--- src/rtl/gdc_pkg.sv ---
`default_nettype none

package gdc_pkg;

  // Field widths of the date and of the operation fields.
  localparam int unsigned DayW      = 5;
  localparam int unsigned NewDayW   = 6;
  localparam int unsigned MonthW    = 4;
  localparam int unsigned YearW     = 14;
  localparam int unsigned OpW       = 3;
  localparam int unsigned StatusW   = 3;
  localparam int unsigned Mod25W    = 5;

  // Default for the last year that the counter may hold.
  localparam int unsigned YearMaxDef = 9999;

  // Reciprocal of 25 for the year remainder: q = (y * Recip25) >> Recip25Sh.
  // The rounding error is 12 / 2^19, so the quotient is exact for all 14-bit years.
  localparam int unsigned Recip25W  = 15;
  localparam int unsigned Recip25Sh = 19;
  localparam logic [Recip25W-1:0] Recip25 = Recip25W'(20972);
  localparam int unsigned ProdW     = YearW + Recip25W;
  localparam int unsigned QuotW     = ProdW - Recip25Sh;

  localparam logic [MonthW-1:0] MonthFirst = MonthW'(1);
  localparam logic [MonthW-1:0] MonthLast  = MonthW'(12);
  localparam logic [MonthW-1:0] MonthFeb   = MonthW'(2);
  localparam logic [DayW-1:0]   DayFirst   = DayW'(1);
  localparam logic [DayW-1:0]   DayDec31   = DayW'(31);
  localparam logic [Mod25W-1:0] Mod25Last  = Mod25W'(24);

  typedef enum logic [OpW-1:0] {
    OpRead     = 3'd0,
    OpSetDay   = 3'd1,
    OpSetMonth = 3'd2,
    OpSetYear  = 3'd3,
    OpSetDate  = 3'd4,
    OpNext     = 3'd5,
    OpPrev     = 3'd6
  } op_e;

  typedef enum logic [StatusW-1:0] {
    StOk         = 3'd0,
    StMonthBig   = 3'd1,
    StMonthSmall = 3'd2,
    StDaySmall   = 3'd3,
    StDayBig     = 3'd4,
    StYearRange  = 3'd5
  } status_e;

  // Stored date together with the year's remainder modulo 25.
  typedef struct packed {
    logic [DayW-1:0]   day;
    logic [MonthW-1:0] month;
    logic [YearW-1:0]  year;
    logic [Mod25W-1:0] ym25;
  } date_t;

  // Remainder of a year modulo 25 by reciprocal multiplication.
  function automatic logic [Mod25W-1:0] year_mod25(input logic [YearW-1:0] y);
    logic [ProdW-1:0] prod;
    logic [QuotW-1:0] q;
    logic [YearW-1:0] qx25;
    prod = ProdW'(y) * ProdW'(Recip25);
    q    = prod[ProdW-1:Recip25Sh];
    qx25 = YearW'({q, 4'b0000}) + YearW'({q, 3'b000}) + YearW'(q);
    return Mod25W'(y - qx25);
  endfunction

  // Leap year: divisible by 4, and not by 100 unless also by 400.
  // With the remainder modulo 25 known, 100 and 400 reduce to bit tests.
  function automatic logic is_leap(input logic [YearW-1:0] y,
                                   input logic [Mod25W-1:0] m25);
    return (y[1:0] == 2'b00) && !((m25 == '0) && (y[3:0] != 4'b0000));
  endfunction

  // Number of days in a month; months outside 1..12 give 31.
  function automatic logic [DayW-1:0] month_len(input logic [MonthW-1:0] m,
                                                input logic leap);
    logic [DayW-1:0] len;
    case (m)
      MonthFeb:                             len = leap ? DayW'(29) : DayW'(28);
      MonthW'(4), MonthW'(6), MonthW'(9),
      MonthW'(11):                          len = DayW'(30);
      default:                              len = DayW'(31);
    endcase
    return len;
  endfunction

endpackage

`default_nettype wire

--- src/rtl/gdc_in_if.sv ---
`default_nettype none

interface gdc_in_if;
  logic                             valid;
  logic                             ready;
  logic [gdc_pkg::OpW-1:0]          op;
  logic [gdc_pkg::NewDayW-1:0]      new_day;
  logic [gdc_pkg::MonthW-1:0]       new_month;
  logic [gdc_pkg::YearW-1:0]        new_year;

  modport source (output valid, output op, output new_day, output new_month,
                  output new_year, input ready);
  modport sink   (input valid, input op, input new_day, input new_month,
                  input new_year, output ready);
endinterface

`default_nettype wire

--- src/rtl/gdc_out_if.sv ---
`default_nettype none

interface gdc_out_if;
  logic                          valid;
  logic                          ready;
  logic [gdc_pkg::DayW-1:0]      cur_day;
  logic [gdc_pkg::MonthW-1:0]    cur_month;
  logic [gdc_pkg::YearW-1:0]     cur_year;
  logic [gdc_pkg::StatusW-1:0]   status;

  modport source (output valid, output cur_day, output cur_month, output cur_year,
                  output status, input ready);
  modport sink   (input valid, input cur_day, input cur_month, input cur_year,
                  input status, output ready);
endinterface

`default_nettype wire

--- src/rtl/gregorian_date_counter.sv ---
// An accepted transfer goes into the input register and from there into the result register.
// Throughput: one operation per cycle unless the output stalls; the stored date is read and
// written back in the same cycle. A waiting result still lets one item into the input register.
// Reset (asynchronous, active low) sets the date to January 1 of year 1 and empties both stages.
`default_nettype none

module gregorian_date_counter #(
  parameter int unsigned YEAR_MAX = gdc_pkg::YearMaxDef
) (
  input  logic      clk_i,
  input  logic      rst_ni,
  gdc_in_if.sink    in_i,
  gdc_out_if.source out_o
);

  // Input stage.
  logic                            s1_valid_q;
  gdc_pkg::op_e                    s1_op_q;
  logic [gdc_pkg::NewDayW-1:0]     s1_day_q;
  logic [gdc_pkg::MonthW-1:0]      s1_month_q;
  logic [gdc_pkg::YearW-1:0]       s1_year_q;
  logic [gdc_pkg::Mod25W-1:0]      s1_m25_q;

  // Stored date and result stage.
  gdc_pkg::date_t                  date_q;
  gdc_pkg::date_t                  date_d;
  gdc_pkg::status_e                status_d;
  logic                            out_valid_q;
  logic [gdc_pkg::DayW-1:0]        out_day_q;
  logic [gdc_pkg::MonthW-1:0]      out_month_q;
  logic [gdc_pkg::YearW-1:0]       out_year_q;
  gdc_pkg::status_e                out_status_q;

  logic                            advance;
  logic                            in_fire;

  assign advance    = s1_valid_q && (!out_valid_q || out_o.ready);
  assign in_i.ready = !s1_valid_q || advance;
  assign in_fire    = in_i.valid && in_i.ready;

  // Input register; the year remainder modulo 25 is taken on the way in.
  always_ff @(posedge clk_i or negedge rst_ni) begin
    if (!rst_ni) begin
      s1_valid_q <= 1'b0;
    end else if (in_i.ready) begin
      s1_valid_q <= in_i.valid;
    end
  end

  always_ff @(posedge clk_i) begin
    if (in_fire) begin
      s1_op_q    <= gdc_pkg::op_e'(in_i.op);
      s1_day_q   <= in_i.new_day;
      s1_month_q <= in_i.new_month;
      s1_year_q  <= in_i.new_year;
      s1_m25_q   <= gdc_pkg::year_mod25(in_i.new_year);
    end
  end

  gdc_exec #(
    .YEAR_MAX (YEAR_MAX)
  ) u_exec (
    .cur_i       (date_q),
    .op_i        (s1_op_q),
    .new_day_i   (s1_day_q),
    .new_month_i (s1_month_q),
    .new_year_i  (s1_year_q),
    .new_m25_i   (s1_m25_q),
    .nxt_o       (date_d),
    .status_o    (status_d)
  );

  // Date register, written when an item moves into the result stage.
  always_ff @(posedge clk_i or negedge rst_ni) begin
    if (!rst_ni) begin
      date_q.day   <= gdc_pkg::DayFirst;
      date_q.month <= gdc_pkg::MonthFirst;
      date_q.year  <= gdc_pkg::YearW'(1);
      date_q.ym25  <= gdc_pkg::Mod25W'(1);
    end else if (advance) begin
      date_q <= date_d;
    end
  end

  // Result register.
  always_ff @(posedge clk_i or negedge rst_ni) begin
    if (!rst_ni) begin
      out_valid_q <= 1'b0;
    end else if (advance) begin
      out_valid_q <= 1'b1;
    end else if (out_o.ready) begin
      out_valid_q <= 1'b0;
    end
  end

  always_ff @(posedge clk_i) begin
    if (advance) begin
      out_day_q    <= date_d.day;
      out_month_q  <= date_d.month;
      out_year_q   <= date_d.year;
      out_status_q <= status_d;
    end
  end

  assign out_o.valid     = out_valid_q;
  assign out_o.cur_day   = out_day_q;
  assign out_o.cur_month = out_month_q;
  assign out_o.cur_year  = out_year_q;
  assign out_o.status    = out_status_q;

`ifndef ASSERT_OFF
  // The stored date is always a real calendar date.
  assert property (@(posedge clk_i) disable iff (!rst_ni)
    (date_q.month >= gdc_pkg::MonthFirst) && (date_q.month <= gdc_pkg::MonthLast) &&
    (date_q.day >= gdc_pkg::DayFirst) &&
    (date_q.day <= gdc_pkg::month_len(date_q.month,
                                      gdc_pkg::is_leap(date_q.year, date_q.ym25))))
    else $error("stored date is not a valid calendar date");

  // The stored year never passes the configured maximum.
  assert property (@(posedge clk_i) disable iff (!rst_ni)
    date_q.year <= gdc_pkg::YearW'(YEAR_MAX))
    else $error("stored year above maximum");

  // The tracked remainder modulo 25 follows the stored year through steps and sets.
  assert property (@(posedge clk_i) disable iff (!rst_ni)
    date_q.ym25 == gdc_pkg::year_mod25(date_q.year))
    else $error("year remainder out of step with year");

  // The date changes only when an item moves into the result stage.
  assert property (@(posedge clk_i) disable iff (!rst_ni)
    !advance |=> $stable(date_q))
    else $error("date changed without an item");
`endif

endmodule

`default_nettype wire

--- src/rtl/gdc_exec.sv ---
`default_nettype none

// Applies one operation to the stored date and gives the next date and status.
module gdc_exec #(
  parameter int unsigned YEAR_MAX = gdc_pkg::YearMaxDef
) (
  input  gdc_pkg::date_t                 cur_i,
  input  gdc_pkg::op_e                   op_i,
  input  logic [gdc_pkg::NewDayW-1:0]    new_day_i,
  input  logic [gdc_pkg::MonthW-1:0]     new_month_i,
  input  logic [gdc_pkg::YearW-1:0]      new_year_i,
  input  logic [gdc_pkg::Mod25W-1:0]     new_m25_i,
  output gdc_pkg::date_t                 nxt_o,
  output gdc_pkg::status_e               status_o
);

  localparam logic [gdc_pkg::YearW-1:0] YearMax = gdc_pkg::YearW'(YEAR_MAX);

  logic                            leap_cur;
  logic                            leap_new;
  logic [gdc_pkg::DayW-1:0]        len_cur;
  logic [gdc_pkg::MonthW-1:0]      month_dec;
  logic [gdc_pkg::DayW-1:0]        len_prev;

  // Candidate date of a set operation.
  logic                            is_set;
  logic [gdc_pkg::NewDayW-1:0]     cd;
  logic [gdc_pkg::MonthW-1:0]      cm;
  logic [gdc_pkg::YearW-1:0]       cy;
  logic [gdc_pkg::Mod25W-1:0]      cm25;
  logic                            cleap;
  gdc_pkg::status_e                set_st;

  assign leap_cur  = gdc_pkg::is_leap(cur_i.year, cur_i.ym25);
  assign leap_new  = gdc_pkg::is_leap(new_year_i, new_m25_i);
  assign len_cur   = gdc_pkg::month_len(cur_i.month, leap_cur);
  assign month_dec = cur_i.month - gdc_pkg::MonthW'(1);
  assign len_prev  = gdc_pkg::month_len(month_dec, leap_cur);

  // Build the candidate from the new parts and the stored parts.
  always_comb begin
    is_set = 1'b1;
    cd     = {1'b0, cur_i.day};
    cm     = cur_i.month;
    cy     = cur_i.year;
    cm25   = cur_i.ym25;
    cleap  = leap_cur;
    case (op_i)
      gdc_pkg::OpSetDay: begin
        cd = new_day_i;
      end
      gdc_pkg::OpSetMonth: begin
        cm = new_month_i;
      end
      gdc_pkg::OpSetYear: begin
        cy    = new_year_i;
        cm25  = new_m25_i;
        cleap = leap_new;
      end
      gdc_pkg::OpSetDate: begin
        cd    = new_day_i;
        cm    = new_month_i;
        cy    = new_year_i;
        cm25  = new_m25_i;
        cleap = leap_new;
      end
      default: begin
        is_set = 1'b0;
      end
    endcase
  end

  // Checks in priority order; the first one that fails gives the status.
  always_comb begin
    if (cm > gdc_pkg::MonthLast) begin
      set_st = gdc_pkg::StMonthBig;
    end else if (cm == '0) begin
      set_st = gdc_pkg::StMonthSmall;
    end else if (cd == '0) begin
      set_st = gdc_pkg::StDaySmall;
    end else if (cd > {1'b0, gdc_pkg::month_len(cm, cleap)}) begin
      set_st = gdc_pkg::StDayBig;
    end else if (cy > YearMax) begin
      set_st = gdc_pkg::StYearRange;
    end else begin
      set_st = gdc_pkg::StOk;
    end
  end

  // Next date for sets and for day steps.
  always_comb begin
    nxt_o    = cur_i;
    status_o = gdc_pkg::StOk;
    if (is_set) begin
      status_o = set_st;
      if (set_st == gdc_pkg::StOk) begin
        nxt_o.day   = cd[gdc_pkg::DayW-1:0];
        nxt_o.month = cm;
        nxt_o.year  = cy;
        nxt_o.ym25  = cm25;
      end
    end else if (op_i == gdc_pkg::OpNext) begin
      if (cur_i.day < len_cur) begin
        nxt_o.day = cur_i.day + gdc_pkg::DayW'(1);
      end else if (cur_i.month < gdc_pkg::MonthLast) begin
        nxt_o.month = cur_i.month + gdc_pkg::MonthW'(1);
        nxt_o.day   = gdc_pkg::DayFirst;
      end else if (cur_i.year >= YearMax) begin
        status_o = gdc_pkg::StYearRange;
      end else begin
        nxt_o.year  = cur_i.year + gdc_pkg::YearW'(1);
        nxt_o.month = gdc_pkg::MonthFirst;
        nxt_o.day   = gdc_pkg::DayFirst;
        nxt_o.ym25  = (cur_i.ym25 == gdc_pkg::Mod25Last) ? '0
                                                         : cur_i.ym25 + gdc_pkg::Mod25W'(1);
      end
    end else if (op_i == gdc_pkg::OpPrev) begin
      if (cur_i.day > gdc_pkg::DayFirst) begin
        nxt_o.day = cur_i.day - gdc_pkg::DayW'(1);
      end else if (cur_i.month > gdc_pkg::MonthFirst) begin
        nxt_o.month = month_dec;
        nxt_o.day   = len_prev;
      end else if (cur_i.year == '0) begin
        status_o = gdc_pkg::StYearRange;
      end else begin
        nxt_o.year  = cur_i.year - gdc_pkg::YearW'(1);
        nxt_o.month = gdc_pkg::MonthLast;
        nxt_o.day   = gdc_pkg::DayDec31;
        nxt_o.ym25  = (cur_i.ym25 == '0) ? gdc_pkg::Mod25Last
                                         : cur_i.ym25 - gdc_pkg::Mod25W'(1);
      end
    end
  end

endmodule

`default_nettype wire
--- src/flat_wrapper.sv ---
// flat-port wrapper written by rule: the top's interface ports become plain ports
module gregorian_date_counter_flat 
#(
  parameter int unsigned YEAR_MAX = gdc_pkg::YearMaxDef
)
  (clk_i, rst_ni, in_i_valid, in_i_op, in_i_new_day, in_i_new_month, in_i_new_year, in_i_ready, out_o_valid, out_o_cur_day, out_o_cur_month, out_o_cur_year, out_o_status, out_o_ready);
  gdc_in_if in_i_i ();
  gdc_out_if out_o_i ();
  input  logic clk_i;
  input  logic rst_ni;
  input wire logic [$bits(in_i_i.valid)-1:0] in_i_valid;
  input wire logic [$bits(in_i_i.op)-1:0] in_i_op;
  input wire logic [$bits(in_i_i.new_day)-1:0] in_i_new_day;
  input wire logic [$bits(in_i_i.new_month)-1:0] in_i_new_month;
  input wire logic [$bits(in_i_i.new_year)-1:0] in_i_new_year;
  output wire logic [$bits(in_i_i.ready)-1:0] in_i_ready;
  output wire logic [$bits(out_o_i.valid)-1:0] out_o_valid;
  output wire logic [$bits(out_o_i.cur_day)-1:0] out_o_cur_day;
  output wire logic [$bits(out_o_i.cur_month)-1:0] out_o_cur_month;
  output wire logic [$bits(out_o_i.cur_year)-1:0] out_o_cur_year;
  output wire logic [$bits(out_o_i.status)-1:0] out_o_status;
  input wire logic [$bits(out_o_i.ready)-1:0] out_o_ready;
  assign in_i_i.valid = in_i_valid;
  assign in_i_i.op = in_i_op;
  assign in_i_i.new_day = in_i_new_day;
  assign in_i_i.new_month = in_i_new_month;
  assign in_i_i.new_year = in_i_new_year;
  assign in_i_ready = in_i_i.ready;
  assign out_o_valid = out_o_i.valid;
  assign out_o_cur_day = out_o_i.cur_day;
  assign out_o_cur_month = out_o_i.cur_month;
  assign out_o_cur_year = out_o_i.cur_year;
  assign out_o_status = out_o_i.status;
  assign out_o_i.ready = out_o_ready;
  gregorian_date_counter #(.YEAR_MAX(YEAR_MAX)) u_core (.clk_i(clk_i), .rst_ni(rst_ni), .in_i(in_i_i), .out_o(out_o_i));
endmodule
--- config.mk ---
export PLATFORM = sky130hd
export DESIGN_NAME = gregorian_date_counter_flat
export DESIGN_NICKNAME = d
export VERILOG_FILES = /design/src/rtl/gdc_pkg.sv /design/src/rtl/gdc_in_if.sv /design/src/rtl/gdc_out_if.sv /design/src/rtl/gregorian_date_counter.sv /design/src/rtl/gdc_exec.sv /design/src/flat_wrapper.sv
export SDC_FILE = /design/constraint.sdc
export NUM_CORES = 1
export LEC_CHECK = 0
export CORE_UTILIZATION = 43
export CTS_BUF_LIST = sky130_fd_sc_hd__clkbuf_4
export DETAILED_ROUTE_END_ITERATION = 7
export DONT_BUFFER_PORTS = 1
export SLEW_MARGIN = 25
export SYNTH_ARGS = -nofsm -noshare
export SYNTH_HDL_FRONTEND = slang
export SYNTH_SLANG_ARGS = --single-unit
--- constraint.sdc ---
create_clock -name clk_i -period 10.7 [get_ports clk_i]
set_input_delay 1.605 -clock clk_i [delete_from_list [all_inputs] [get_ports clk_i]]
set_output_delay 1.605 -clock clk_i [all_outputs]
set_load 0.05 [all_outputs]
==> summary.txt <==
max incr delay on CP: 0.53 ns
GPL Wtd Cong: 0.882
Data arrival, critical path: 7.63 ns
root buf cell: clkbuf_4
Most Crowded Layer GR: met2
Post-Synthesis Cells: 997
post-route ant nets: 0
# port buffers: 0
CTS clk-pin slew, worst paths: 0.14 ns
number of synthesized flops with an enable pin: 58
WL/cell: 19.2 microns
Synth Warn #: 0
synth unique cells: 85
Final nets: 1160
DR vias: 7209
Tmin final: 7.37 ns
max cap viols: 0
final WL: 24.0 mm
Avg Vias per Cell: 5.78
CTS tree: done
CTS Buf Count: 9
WP data required: 10.96 ns
element type at the critical path start: input port
Synth Flop Type: edfxtp_1
Initial DRC Count: 556
setup TNS: 0 ns
clk sinks: 88
#FFs+latches synth: 88
core area: 21100 sq um
grt met3 use: 3.12%
Seq/Total Area, Yosys: 26.9%
Syn Std Cell Area: 9270 sq um
Hold WS: 0.499 ns
# rows: 53
pin count of the biggest net entering global routing: 33
crit-path max FO: 7
Pre-Repair DR Iteration Count: 6
Final Hold Vio Count: 0
endpoints failing setup: 0
status: complete, no violations
Clock Skew: 0.0175 ns
met1 global-route usage: 33.0%
vias in the first global route: 7188
Synth Net Count: 1191
critical path capture point type: register
clock buffer depth: 2
Ports: 59
Global Route Usage Sum: 23.2%
Tcrit/Tclk final: 68.9%
initial antenna violation count: 1
CTS Hold Bufs: 0
RSZ-0062 raised after global routing: no
Worst Hold Class: reg -> reg
share of layout cells above drive strength 1: 5.97%
slew margin rel.: 35.9%
CTS resizes: 0
P per Cell Area: 316 nW/um^2
slew at the pin closest to its max-slew limit: 0.960 ns
die height: 149 microns
DRC Markers: 0
area grow syn2layout: 3.44%
slowest stage cell, crit path: fa_1
Final HPWL DP: 18.7 mm
H-tree depth: 3
peak supply drop: 0.361 mV
Lkg Pwr: 4.14 nW
Starting Density: 44.0%
Die Span X: 149 microns
critical path class: in -> reg
die area: 22200 sq um
Pins Over Slew Limit: 0
fmax: 0.136 GHz
later-pin clock latency in the skew report: 0.49 ns
FFs w/ async S/R, synth: 34.1%
syn_area_per_cell: 9.30 sq um
first-pass GRT wire length: 39.4 mm
postcts setup bufs: 0
met2 GRT Util: 35.6%
GRT Residual Overflow: 0
metrics by stage:
stage	setup WS [ns]	utilization [%]	std cells	area, sq um	power [mW]
floorplan	3.14	-	997	9270	2.44
global placement	2.88	44.9	1230	9460	2.80
detailed placement	2.80	44.9	1230	9460	2.85
CTS	3.28	45.5	1246	9590	3.06
global route	2.90	45.5	1247	9590	3.38
finish	3.33	45.5	1247	9590	3.03
placed cells by master, fill, tap and decap left out, drive strengths merged, types with 8 or more instances in the layout:
cell type / count
a211oi: 10
nand2b: 10
and2: 9
o211ai: 11
inv: 151
o22ai: 8
dfrtp: 26
nand3: 34
mux2: 10
clkbuf: 11
ha: 100
nand2: 48
xor2: 8
edfxtp: 58
or4: 8
fa: 63
nor2: 65
a21oi: 48
mux2i: 19
nor3: 26
xnor2: 18
nand4: 8
o21ai: 64
area by class of cell:
| type | count | area (sq um) |
|---|---|---|
| Fill cell | 2092 | 11500 |
| Multi-Input combinational cell | 710 | 6010 |
| Sequential cell | 88 | 2500 |
| Inverter | 151 | 567 |
| Tap cell | 275 | 344 |
| Clock buffer | 11 | 82.6 |
| Clock inverter | 5 | 47.5 |
| Timing Repair Buffer | 6 | 45.0 |
| Antenna cell | 1 | 2.50 |
sequential cells by signal (all words and copies together), names as in the netlist:
signal                  cells
u_core.s1_year_q           14
u_core.s1_valid_q           1
u_core.out_o.cur_month      4
u_core.out_o.cur_year      14
u_core.out_o.cur_day        5
u_core.s1_month_q           4
u_core.date_q              28
u_core.s1_day_q             6
u_core.out_o.status         3
u_core.out_o.valid          1
u_core.s1_m25_q             5
u_core.s1_op_q              3
critical path, delay by kind of cell:
family	cells	cell delay, ns
simple gates	1	0.15
xor+xnor	6	0.85
buf+inv	5	0.26
compound gates	7	1.31
fa+ha+maj	9	3.46
cells in the mapped netlist, types with 7 or more instances:
cell	number	area, sq um
a211oi_1	9	67.6
a21oi_1	47	235
a22o_1	7	61.3
a31oi_1	7	43.8
and2_1	9	56.3
clkbuf_1	37	139
dfrtp_1	26	651
edfxtp_1	58	1740
fa_1	63	1260
ha_1	100	1250
inv_1	151	567
mux2_2	7	78.8
mux2i_1	19	190
nand2_1	48	180
nand2b_1	10	62.6
nand3_1	34	170
nand4_1	8	50.1
nor2_1	64	240
nor3_1	25	125
o211ai_1	11	82.6
o21a_1	7	52.6
o21ai_0	63	315
o22ai_1	8	50.1
or4_1	8	60.1
xnor2_1	18	158
xor2_1	8	70.1
layer usage:
metal  wire length (microns)  part of all wire (%)
met5                       0                     0
met3                    1320                   5.5
met1                   11300                    47
met2                   10800                    45
met4                     591                   2.5
kinds of logic after synthesis:
group                      share of synthesized area, %
and+or+nand+nor                                    14.3
muxes                                              3.26
AOI/OAI and AO/OA                                  17.6
DFF                                                26.9
buffers and inverters                              8.38
xor gates and xnor gates                           2.46
adders and majority gates                          27.1
path summary, 6_finish.rpt:
path | from | to | slack, ns | depth (start not counted)
min in group asynchronous | rst_ni | u_core.date_q[18] | 0.78 | 0
worst min-delay path | u_core.s1_valid_q | u_core.out_o.valid | 0.50 | 1
max in group asynchronous | rst_ni | u_core.date_q[0] | 9.74 | 0
worst max-delay path | in_i_new_year[9] | u_core.s1_m25_q[4] | 3.33 | 28
worst max register to register | u_core.s1_op_q[1] | u_core.out_o.cur_year[5] | 4.76 | 14
worst min register to register | u_core.s1_valid_q | u_core.out_o.valid | 0.50 | 1
report_power, final:
part	switching [mW]	internal [mW]	leakage (nW)	total, mW
Combinational	1.10	0.937	3.14	2.03
Clock	0.118	0.0743	0.0757	0.192
Sequential	0.256	0.547	0.924	0.803
No activity file was read; power rests on OpenSTA's default activity.
